==> src/complex_arithmetic_unit_assert.svh <==
// Assertion macros for the complex arithmetic unit.
`ifndef COMPLEX_ARITHMETIC_UNIT_ASSERT_SVH
`define COMPLEX_ARITHMETIC_UNIT_ASSERT_SVH

// Consequent must hold in the same cycle as the antecedent.
`define CAU_ASSERT_SAME(lbl, ante, cons, msg) \
   lbl: assert property (@(posedge clock) disable iff (reset) (ante) |-> (cons)) \
      else $error(msg);

// Consequent must hold in the cycle after the antecedent.
`define CAU_ASSERT_NEXT(lbl, ante, cons, msg) \
   lbl: assert property (@(posedge clock) disable iff (reset) (ante) |=> (cons)) \
      else $error(msg);

`endif

==> src/cau_pkg.sv <==
// Shared types, constants and saturation helpers for the complex arithmetic unit.
package cau_pkg;

   localparam int FracBitsDefault = 16;
   localparam int QuoBits         = 33;

   localparam logic [31:0] SatPos = 32'h7FFF_FFFF;
   localparam logic [31:0] SatNeg = 32'h8000_0000;

   typedef enum logic [2:0] {
      KIND_ADD = 3'd0,
      KIND_SUB = 3'd1,
      KIND_MUL = 3'd2,
      KIND_DIV = 3'd3,
      KIND_NEG = 3'd4
   } kind_type;

   typedef struct packed {
      logic [63:0]         rem;
      logic [QuoBits-1:0]  nlo;
      logic [QuoBits-1:0]  quo;
      logic                neg;
      logic                big;
   } lane_type;

   typedef struct packed {
      logic        div_op;
      logic        dz;
      logic        ovf;
      logic [31:0] res_re;
      logic [31:0] res_im;
      logic [63:0] den;
      lane_type    re;
      lane_type    im;
   } dpipe_type;

   typedef struct packed {
      logic        ovf;
      logic [31:0] val;
   } sat_type;

   // Clamp a 33-bit signed sum to 32 bits.
   function automatic sat_type sat_sum(input logic [32:0] s);
      sat_type r;
      r.ovf = s[32] ^ s[31];
      if (r.ovf) begin
         r.val = s[32] ? SatNeg : SatPos;
      end else begin
         r.val = s[31:0];
      end
      return r;
   endfunction

   // Clamp a sign and magnitude to 32-bit two's complement.
   function automatic sat_type sat_mag(input logic neg, input logic [63:0] mag);
      sat_type r;
      r.ovf = 1'b0;
      if (!neg) begin
         if (mag > 64'h0000_0000_7FFF_FFFF) begin
            r.ovf = 1'b1;
            r.val = SatPos;
         end else begin
            r.val = mag[31:0];
         end
      end else begin
         if (mag > 64'h0000_0000_8000_0000) begin
            r.ovf = 1'b1;
            r.val = SatNeg;
         end else begin
            r.val = (~mag[31:0]) + 32'd1;
         end
      end
      return r;
   endfunction

endpackage

==> src/cau_div_step.sv <==
// One restoring division step for both result lanes.
module cau_div_step import cau_pkg::*; (
   input  logic      clock,
   input  logic      reset,
   input  logic      en,
   input  logic      in_vld,
   input  dpipe_type in,
   output logic      out_vld,
   output dpipe_type out
);

   logic      vld_ff;
   dpipe_type pipe_ff;
   dpipe_type pipe_in;

   function automatic lane_type step(input lane_type l, input logic [63:0] den);
      logic [64:0] t;
      logic [64:0] diff;
      logic        ge;
      lane_type    r;
      t      = {l.rem, l.nlo[QuoBits-1]};
      diff   = t - {1'b0, den};
      ge     = (t >= {1'b0, den});
      r      = l;
      r.rem  = ge ? diff[63:0] : t[63:0];
      r.nlo  = {l.nlo[QuoBits-2:0], 1'b0};
      r.quo  = {l.quo[QuoBits-2:0], ge};
      return r;
   endfunction

   always_comb begin
      pipe_in    = in;
      pipe_in.re = step(in.re, in.den);
      pipe_in.im = step(in.im, in.den);
   end

   always_ff @(posedge clock) begin
      if (reset) begin
         vld_ff <= 1'b0;
      end else if (en) begin
         vld_ff  <= in_vld;
         pipe_ff <= pipe_in;
      end
   end

   assign out_vld = vld_ff;
   assign out     = pipe_ff;

endmodule

==> config.mk <==
export PLATFORM = sky130hd
export DESIGN_NAME = cau_div_step
export DESIGN_NICKNAME = d
export VERILOG_FILES = /design/src/complex_arithmetic_unit_assert.svh /design/src/cau_pkg.sv /design/src/cau_div_step.sv
export SDC_FILE = /design/constraint.sdc
export NUM_CORES = 1
export LEC_CHECK = 0
export BUFFER_PORTS_ARGS = -buffer_cell sky130_fd_sc_hd__buf_2
export CORE_AREA = 2 2 307 309
export CTS_CLUSTER_DIAMETER = 40
export DETAILED_ROUTE_END_ITERATION = 8
export DIE_AREA = 0 0 309 311
export SLEW_MARGIN = 25
export SYNTH_ARGS = -nofsm -noshare
export SYNTH_HDL_FRONTEND = slang
export SYNTH_SLANG_ARGS = --single-unit
==> constraint.sdc <==
create_clock -name clock -period 55.8 [get_ports clock]
set_clock_uncertainty 0.2 [all_clocks]
set_input_delay 11.16 -clock clock [delete_from_list [all_inputs] [get_ports clock]]
set_output_delay 11.16 -clock clock [all_outputs]
set_load 0.005 [all_outputs]
==> run_results.csv <==
group,metric,value,unit
placed_design,post_dp_cell_area,27000,µm²
drt,routed_wl,102000,µm
cts,path_clk_slew,0.05,ns
job,drv_cap,0,
timing,worst_pin_slew,1.03,ns
drt,vias,18200,
die,pin_count,795,
setup_path,setup.worst_path.class,"in -> reg",
cts,insertion_delay,0.62,ns
placed_design,place_ws,39.57,ns
global_route,grt_max_degree,160,
die,core-area,92800,µm²
finish,area_growth,37.8,%
timing,fmax,0.0638,GHz
global_route,antenna_found_initial,47,
global_route,overflow,0,
global_route,first_global_vias,17800,
power,power.density,36.5,nW/µm²
yosys,ys_seq_elements,394,
timing,setup_viol,0,
power,leakage,12.8,nW
finish,final_cell_area,30000,µm²
yosys,synth_cells,1773,
timing,setup_ws,40.11,ns
global_route,grtUsageTotal,20.3,%
placed_design,hpwlAfterDp,84800,µm
die,die_area,96100,µm²
die,initial_core_util,23.5,%
cts,cts_tree,"built",
yosys,synthFlopType,"edfxtp_1",
finish,drive_gt1_share,41.0,%
cts,numCtsBuffers,86,
setup_path,worst_setup_path_start_kind,"input port",
placed_design,gp_congestion,0.905,
yosys,synthTopCellsByCount,"edfxtp_1, a21oi_1, ha_1",
finish,multi_input_area,9180,µm²
setup_path,arrival,15.85,ns
drt,drc,0,
setup_path,path_cells,"buf_2 -> inv_1 -> ha_1 -> o211ai_1 -> a21o_1 -> a21oi_1 -> o21ai_1 -> a211oi_2 -> o21ai_1 -> a211oi_2 -> o21ai_2 -> and2_4 -> inv_4 -> mux2_2",
cts,cts_hold_buf,0,
setup_path,worstRegToRegCells,2,
cts,htreeDepth,3,
timing,holdWs,0.300,ns
drt,postRouteAntennaNets,0,
global_route,grt_pass1_wl,136000,µm
drt,drt_iter0_markers,1300,
finish,fin_util,32.4,%
timing,grt_setup_unrepaired,"false",
cts,cts_sinks,394,
setup_path,critPathCaptureType,"register",
finish,nFillCells,9586,
cts,cts_resized,0,
placed_design,port_buffers,790,
timing,timing.slew.headroom,31.5,%
setup_path,worstPathRequired,55.96,ns
setup_path,worst_path_max_delay_cell,"a211oi_2",
yosys,async_flop_share,0,%
yosys,yosys_warnings,0,
cts,root_buffer,"clkbuf_16",
timing,slew_violations,0,
outcome,status,"finished, final reports clean",
power,peakVddDrop,0.0196,mV
hold_path,whs_path_depth,2,
setup_path,reg2reg_slack,55.02,ns
yosys,synth.most_common_cell,"edfxtp_1",
drt,avgViaCountPerCell,4.63,
die,die_height,311,µm
yosys,synth-edff-count,393,
timing,fin_tns_setup,0,ns
cts,clock_path_buffers,3,
timing,fin_crit_sh,28.1,%
yosys,ys_top_cells_by_area,"edfxtp_1, ha_1, mux2_4",
drt,wire_per_inst,25.8,µm
drt,drt-pass1-iter-count,5,
die,num_rows,112,
timing,period_minus_slack,15.69,ns
yosys,syn_area,21800,µm²
yosys,synth_top_area_share,54.2,%
finish,final_nets,3125,
die,chipWidth,309,µm
finish,final-seq-area,11800,µm²
yosys,synthDistinctLibCells,97,
yosys,synth.avg_cell_area,12.3,µm²
setup_path,worstPathMaxFanout,53,
yosys,ys_seq_area_share,54.3,%
yosys,yosys.area.top_type,"edfxtp_1",
hold_path,hold_path_class,"reg -> reg",
setup_path,cpPeakStageDelay,0.69,ns
timing,hold_violations,0,
cts,postCtsSetupRepairBufs,0,
registers in the layout, summed over array words and instances, names as in the netlist:
register	flops
out	393
out_vld	1
critical path: cells and delay by family:
| kind | cells | cell delay, ns |
|---|---|---|
| adders and majority gates | 1 | 0.42 |
| and+or+nand+nor | 1 | 0.28 |
| buffers and inverters | 3 | 0.80 |
| AOI/OAI and AO/OA | 8 | 2.68 |
| muxes | 1 | 0.44 |
cell usage in the layout, fill, tap and decap left out, types with 7 or more instances in the layout:
| cell type | count |
|---|---|
| buf_2 | 790 |
| edfxtp_1 | 393 |
| a21oi_1 | 153 |
| ha_1 | 128 |
| nand2_1 | 110 |
| inv_1 | 94 |
| o21ai_0 | 93 |
| clkbuf_16 | 87 |
| nor2_1 | 83 |
| xnor2_1 | 72 |
| mux2_4 | 58 |
| a21o_1 | 47 |
| mux2_2 | 45 |
| xor2_1 | 42 |
| nand4_1 | 40 |
| nand3_1 | 33 |
| o21a_1 | 25 |
| o21bai_1 | 25 |
| a31oi_1 | 16 |
| nand2b_1 | 16 |
| nor3_1 | 15 |
| diode_2 | 14 |
| and3_1 | 13 |
| and2_1 | 13 |
| bufinv_16 | 12 |
| nor2b_1 | 11 |
| inv_6 | 11 |
| clkinv_4 | 11 |
| o31ai_1 | 10 |
| a211oi_1 | 10 |
| o211ai_1 | 10 |
| buf_4 | 10 |
| nor4_1 | 9 |
| clkinvlp_4 | 9 |
| o21ai_1 | 8 |
| a21boi_0 | 8 |
| clkinv_1 | 8 |
| or3_1 | 7 |
| mux2_1 | 7 |
| clkbuf_1 | 7 |
path summary, 6_finish.rpt:
kind	startpoint	to
hold reg to reg	out_vld	out_vld
setup reg to reg	out_vld	out_vld
hold / removal	out_vld	out_vld
setup / recovery	in[266]	out[233]
metal layers:
metal,GRT usage (%),wire (µm)
met4,6.88,3040
met3,6.81,8630
met1,20.5,35200
met5,0,247
met2,38.6,54600
kinds of logic (layout without fill, tap and decap cells):
kind of cell,after synthesis,count (layout),share of synthesized area (%)
other,1,16,0.0172
multiplexers,116,116,6.96
adder cells (fa/ha/maj),130,130,7.54
flip-flops,394,394,54.3
AO/OA/AOI/OAI,469,469,14.0
XOR/XNOR,114,114,4.58
AND/OR/NAND/NOR,386,386,8.93
buffers and inverters,163,1055,3.70
final cells by class:
class,count,area share [%]
inverters,96,1.23
flip-flops and latches,394,39.4
clock buffers,94,7.34
clock inverters,64,2.66
well taps,1254,5.23
multi-input cells,1217,30.6
repair buffers,801,13.5
diodes,14,0.117
stage by stage:
step                      std cells  total power, mW
after detailed placement       3762            0.572
after CTS                      3920             1.11
after global placement         3762            0.572
after floorplan                1774            0.492
after global routing           3925             1.14
final                          3934             1.09
power by group:
| group | switching [mW] | internal [mW] | total, mW |
|---|---|---|---|
| Combinational | 0.117 | 0.0850 | 0.202 |
| Sequential | 0.00613 | 0.358 | 0.364 |
| Clock | 0.183 | 0.346 | 0.529 |
| Total | 0.306 | 0.789 | 1.09 |
Power figures use the tool's default switching activity.
