--- src/complex_arithmetic_unit_assert.svh ---
// Assertion macros for the complex arithmetic unit.
`ifndef COMPLEX_ARITHMETIC_UNIT_ASSERT_SVH
`define COMPLEX_ARITHMETIC_UNIT_ASSERT_SVH

// Consequent must hold in the same cycle as the antecedent.
`define CAU_ASSERT_SAME(lbl, ante, cons, msg) \
   lbl: assert property (@(posedge clock) disable iff (reset) (ante) |-> (cons)) \
      else $error(msg);

// Consequent must hold in the cycle after the antecedent.
`define CAU_ASSERT_NEXT(lbl, ante, cons, msg) \
   lbl: assert property (@(posedge clock) disable iff (reset) (ante) |=> (cons)) \
      else $error(msg);

`endif

--- src/cau_pkg.sv ---
// Shared types, constants and saturation helpers for the complex arithmetic unit.
package cau_pkg;

   localparam int FracBitsDefault = 16;
   localparam int QuoBits         = 33;

   localparam logic [31:0] SatPos = 32'h7FFF_FFFF;
   localparam logic [31:0] SatNeg = 32'h8000_0000;

   typedef enum logic [2:0] {
      KIND_ADD = 3'd0,
      KIND_SUB = 3'd1,
      KIND_MUL = 3'd2,
      KIND_DIV = 3'd3,
      KIND_NEG = 3'd4
   } kind_type;

   typedef struct packed {
      logic [63:0]         rem;
      logic [QuoBits-1:0]  nlo;
      logic [QuoBits-1:0]  quo;
      logic                neg;
      logic                big;
   } lane_type;

   typedef struct packed {
      logic        div_op;
      logic        dz;
      logic        ovf;
      logic [31:0] res_re;
      logic [31:0] res_im;
      logic [63:0] den;
      lane_type    re;
      lane_type    im;
   } dpipe_type;

   typedef struct packed {
      logic        ovf;
      logic [31:0] val;
   } sat_type;

   // Clamp a 33-bit signed sum to 32 bits.
   function automatic sat_type sat_sum(input logic [32:0] s);
      sat_type r;
      r.ovf = s[32] ^ s[31];
      if (r.ovf) begin
         r.val = s[32] ? SatNeg : SatPos;
      end else begin
         r.val = s[31:0];
      end
      return r;
   endfunction

   // Clamp a sign and magnitude to 32-bit two's complement.
   function automatic sat_type sat_mag(input logic neg, input logic [63:0] mag);
      sat_type r;
      r.ovf = 1'b0;
      if (!neg) begin
         if (mag > 64'h0000_0000_7FFF_FFFF) begin
            r.ovf = 1'b1;
            r.val = SatPos;
         end else begin
            r.val = mag[31:0];
         end
      end else begin
         if (mag > 64'h0000_0000_8000_0000) begin
            r.ovf = 1'b1;
            r.val = SatNeg;
         end else begin
            r.val = (~mag[31:0]) + 32'd1;
         end
      end
      return r;
   endfunction

endpackage

--- src/cau_back.sv ---
// Final stage: clamp quotients, apply divide-by-zero, hold the result beat.
module cau_back import cau_pkg::*; (
   input  logic               clock,
   input  logic               reset,
   input  logic               en,
   input  logic               in_vld,
   input  dpipe_type          in,
   output logic               out_vld,
   output logic signed [31:0] res_re,
   output logic signed [31:0] res_im,
   output logic               div_zero,
   output logic               overflow
);

   logic        vld_ff;
   logic [31:0] res_re_ff, res_im_ff, res_re_in, res_im_in;
   logic        dz_ff, ovf_ff, dz_in, ovf_in;
   sat_type     q_re, q_im;

   assign q_re = sat_mag(in.re.neg, in.re.big ? 64'h1_0000_0000 : 64'(in.re.quo));
   assign q_im = sat_mag(in.im.neg, in.im.big ? 64'h1_0000_0000 : 64'(in.im.quo));

   always_comb begin
      res_re_in = in.res_re;
      res_im_in = in.res_im;
      ovf_in    = in.ovf;
      dz_in     = 1'b0;
      if (in.div_op) begin
         if (in.dz) begin
            res_re_in = '0;
            res_im_in = '0;
            ovf_in    = 1'b0;
            dz_in     = 1'b1;
         end else begin
            res_re_in = q_re.val;
            res_im_in = q_im.val;
            ovf_in    = q_re.ovf | q_im.ovf;
         end
      end
   end

   always_ff @(posedge clock) begin
      if (reset) begin
         vld_ff <= 1'b0;
      end else if (en) begin
         vld_ff    <= in_vld;
         res_re_ff <= res_re_in;
         res_im_ff <= res_im_in;
         dz_ff     <= dz_in;
         ovf_ff    <= ovf_in;
      end
   end

   assign out_vld  = vld_ff;
   assign res_re   = res_re_ff;
   assign res_im   = res_im_ff;
   assign div_zero = dz_ff;
   assign overflow = ovf_ff;

endmodule

--- config.mk ---
export PLATFORM = sky130hd
export DESIGN_NAME = cau_back
export DESIGN_NICKNAME = d
export VERILOG_FILES = /design/src/complex_arithmetic_unit_assert.svh /design/src/cau_pkg.sv /design/src/cau_back.sv
export SDC_FILE = /design/constraint.sdc
export NUM_CORES = 1
export LEC_CHECK = 0
export ABC_AREA = 1
export BUFFER_PORTS_ARGS = -buffer_cell sky130_fd_sc_hd__buf_2
export CAP_MARGIN = 20
export CORE_AREA = 4 4 179 181
export CTS_CLUSTER_SIZE = 12
export DETAILED_ROUTE_END_ITERATION = 16
export DIE_AREA = 0 0 183 185
export SKIP_LAST_GASP = 1
export SYNTH_ARGS = -nofsm -noshare
export SYNTH_HDL_FRONTEND = slang
export SYNTH_SLANG_ARGS = --single-unit
--- constraint.sdc ---
create_clock -name clock -period 3.8 [get_ports clock]
set_clock_uncertainty 0.05 [all_clocks]
set_input_delay 0.57 -clock clock [delete_from_list [all_inputs] [get_ports clock]]
set_output_delay 0.57 -clock clock [all_outputs]
set_load 0.01 [all_outputs]
==> flow_summary.json <==
{
  "outcome": "complete, no violations",
  "final_common_cell": "nand2_1",
  "fin_area_um2": 7900,
  "grt_use_met3": 0.0277,
  "crit_buf_inv": 4,
  "wl_per_cell_um": 15.8,
  "fin_cells": 1563,
  "cp.required_ns": 3.83,
  "ctsRootBufferMaster": "clkbuf_16",
  "worst_slack_ns": 1.07,
  "cts_buffers": 9,
  "finalMaxSlewViolations": 0,
  "gr-usage-met1": 0.199,
  "grt-ovfl-total": 0,
  "finalWeightedCongestion": 0.937,
  "drt_iter0_drc": 527,
  "relSlewSlack": 0.407,
  "p_per_area_nw_per_um2": 311,
  "worstSetupPathType": "input port to register",
  "syn_area_um2": 6180,
  "setup-tns-final_ns": 0,
  "layout-drive-gt1-share": 0.267,
  "preCtsSetupSlack_ns": 0.729,
  "synth_cell_types": 34,
  "fmax_ghz": 0.366,
  "finalCritPeriodShare": 0.718,
  "max-cap-violations": 0,
  "start_util": 0.203,
  "cts_num_sinks": 67,
  "globalRouteMet2Util": 0.212,
  "dieArea_um2": 33900,
  "insertion_delay_ns": 0.33,
  "cts_tree": "done",
  "first_global_vias": 6487,
  "grt_max_degree": 66,
  "cp-end-kind": "register",
  "io_pins": 466,
  "top_usage_layer": "met2",
  "clk_pin_slew_ns": 0.06,
  "std_cell_rows": 64,
  "synth.avg_cell_area_um2": 6.38,
  "ys_seq_elements": 67,
  "rsz0062_at_grt": "no",
  "fin_nets": 1561,
  "dr.pass1.iters": 5,
  "antenna_found_initial": 3,
  "tightest_slew_ns": 0.888,
  "placed_area_um2": 7590,
  "leakage_nw": 3.90,
  "slowest_stage": "inv_2",
  "synth-simple-area-share": 0.514,
  "drcViolationCount": 0,
  "area_growth_pct": 27.7,
  "dp_hpwl_um": 19900,
  "dieWidth_um": 183,
  "final_cell_mix": "nand2_1 (406), buf_2 (207), nand3_1 (107)",
  "clock_path_buffers": 2,
  "synth_top_family_by_area": "simple AND/OR/NAND/NOR gates",
  "numPortBuffers": 207,
  "critPathTopFamily": "simple AND/OR/NAND/NOR gates",
  "crit_path_cell_trace": "buf_2 -> inv_2 -> buf_4 -> o21ai_0 -> nand2_1 -> nor2_1 -> nand4_2 -> nand3_2 -> nand2_2 -> inv_2 -> nand2_1 -> nand2_1",
  "syn_inst": 969,
  "dp_cells": 1547,
  "vias": 7009,
  "track_usage": 0.140,
  "worstPathArrival_ns": 2.76,
  "final-setup-viol-count": 0,
  "cts.repair.resized": 0,
  "synth-compound-area-share": 0.0848,
  "die_y_um": 185,
  "yosysSeqAreaShare": 0.324,
  "period_minus_slack_ns": 2.73,
  "ctsHoldBuffers": 0,
  "htreeDepth": 3,
  "synthMuxAreaShare": 0,
  "synthAdderAreaFrac": 0,
  "vias_per_cell": 4.48,
  "ir_drop_mv": 0.145,
  "grt_pass1_wl_um": 36800,
  "yosys_warnings": 0,
  "cp_common_cell": "nand2_1",
  "max_stage_delay_ns": 0.41,
  "drt.antenna.violating_nets": 0,
  "report.final.hold_viol_count": 0,
  "cp_max_fo": 39,
  "cts_setup_buffers": 0,
  "synth-xor-area-share": 0,
  "core_um2": 30400,
  "hp-class": "input port to register",
  "power_mw": 2.45,
  "startpoint_type": "input port",
  "routed_wl_um": 24700,
  "synth.net_count": 1368
}
## path summary, 6_finish.rpt
path,cells after the start,end,slack (ns),from
max,12,res_re[14]$_DFFE_PP_,1.07,in[132]
min,2,out_vld$_SDFFE_PP0P_,0.40,reset
max reg2reg,2,out_vld$_SDFFE_PP0P_,3.19,out_vld$_SDFFE_PP0P_
min reg2reg,2,out_vld$_SDFFE_PP0P_,0.41,out_vld$_SDFFE_PP0P_
## layer usage
layer	part of all wire	wire length, um
met1	0.47	11600
met3	0.069	1700
met2	0.43	10700
met4	0.028	694
met5	0.0011	28
## cell usage after synthesis
master / number / area [um2]
clkinv_1: 3 / 11.3
nand3_4: 1 / 17.5
nor2_8: 1 / 20.0
buf_1: 3 / 11.3
nand3_1: 107 / 536
nor2_2: 15 / 93.8
dfxtp_1: 1 / 20.0
nor2_4: 9 / 101
buf_6: 9 / 101
nand2_4: 9 / 101
clkinv_4: 1 / 8.76
a21oi_1: 20 / 100
nand2_2: 29 / 181
buf_2: 6 / 30.0
nand4_1: 28 / 175
nand3b_1: 3 / 22.5
o211ai_1: 1 / 7.51
inv_1: 56 / 210
o21bai_1: 8 / 60.1
o21ai_1: 16 / 80.1
inv_2: 4 / 15.0
nand4_2: 1 / 12.5
a31oi_1: 2 / 12.5
edfxtp_1: 66 / 1980
buf_12: 1 / 20.0
nand2_1: 406 / 1520
nor2_1: 92 / 345
nand3_2: 1 / 10.0
o21ai_2: 5 / 43.8
buf_4: 1 / 7.51
o21ai_0: 44 / 220
clkbuf_1: 16 / 60.1
nand4_4: 1 / 21.3
or2_0: 3 / 18.8
## cells by family (layout without fill, tap and decap cells)
group,after synthesis,after routing
and+or+nand+nor,706,706
buffers and inverters,100,297
AOI/OAI and AO/OA,96,96
DFF,67,67
other,0,1
## per-stage QoR
step                hold slack, ns  utilization
floorplan                    0.427            -
global placement             0.397        0.249
detailed placement           0.410        0.249
CTS                          0.380        0.259
global route                 0.390        0.259
finish                       0.396        0.259
## registers in the layout, summed over array words and instances (netlist names)
name	count
res_re	32
out_vld	1
overflow	1
res_im	32
div_zero	1
## area by class of cell
type                            count  area, um2
Inverter                           64        245
Clock buffer                        9        225
Fill cell                        3490      22500
Timing Repair Buffer              218       1130
Tap cell                          396        495
Antenna cell                        1       2.50
Multi-Input combinational cell    802       3710
Clock inverter                      6       81.3
Sequential cell                    67       2000
## power by group
| part | switching (mW) | leakage, nW | internal (mW) |
|---|---|---|---|
| Clock | 0.336 | 0.149 | 0.567 |
| Sequential | 0.0146 | 0.597 | 0.879 |
| Combinational | 0.435 | 3.16 | 0.221 |
| Total | 0.786 | 3.90 | 1.67 |
(Power assumes the default switching activity.)
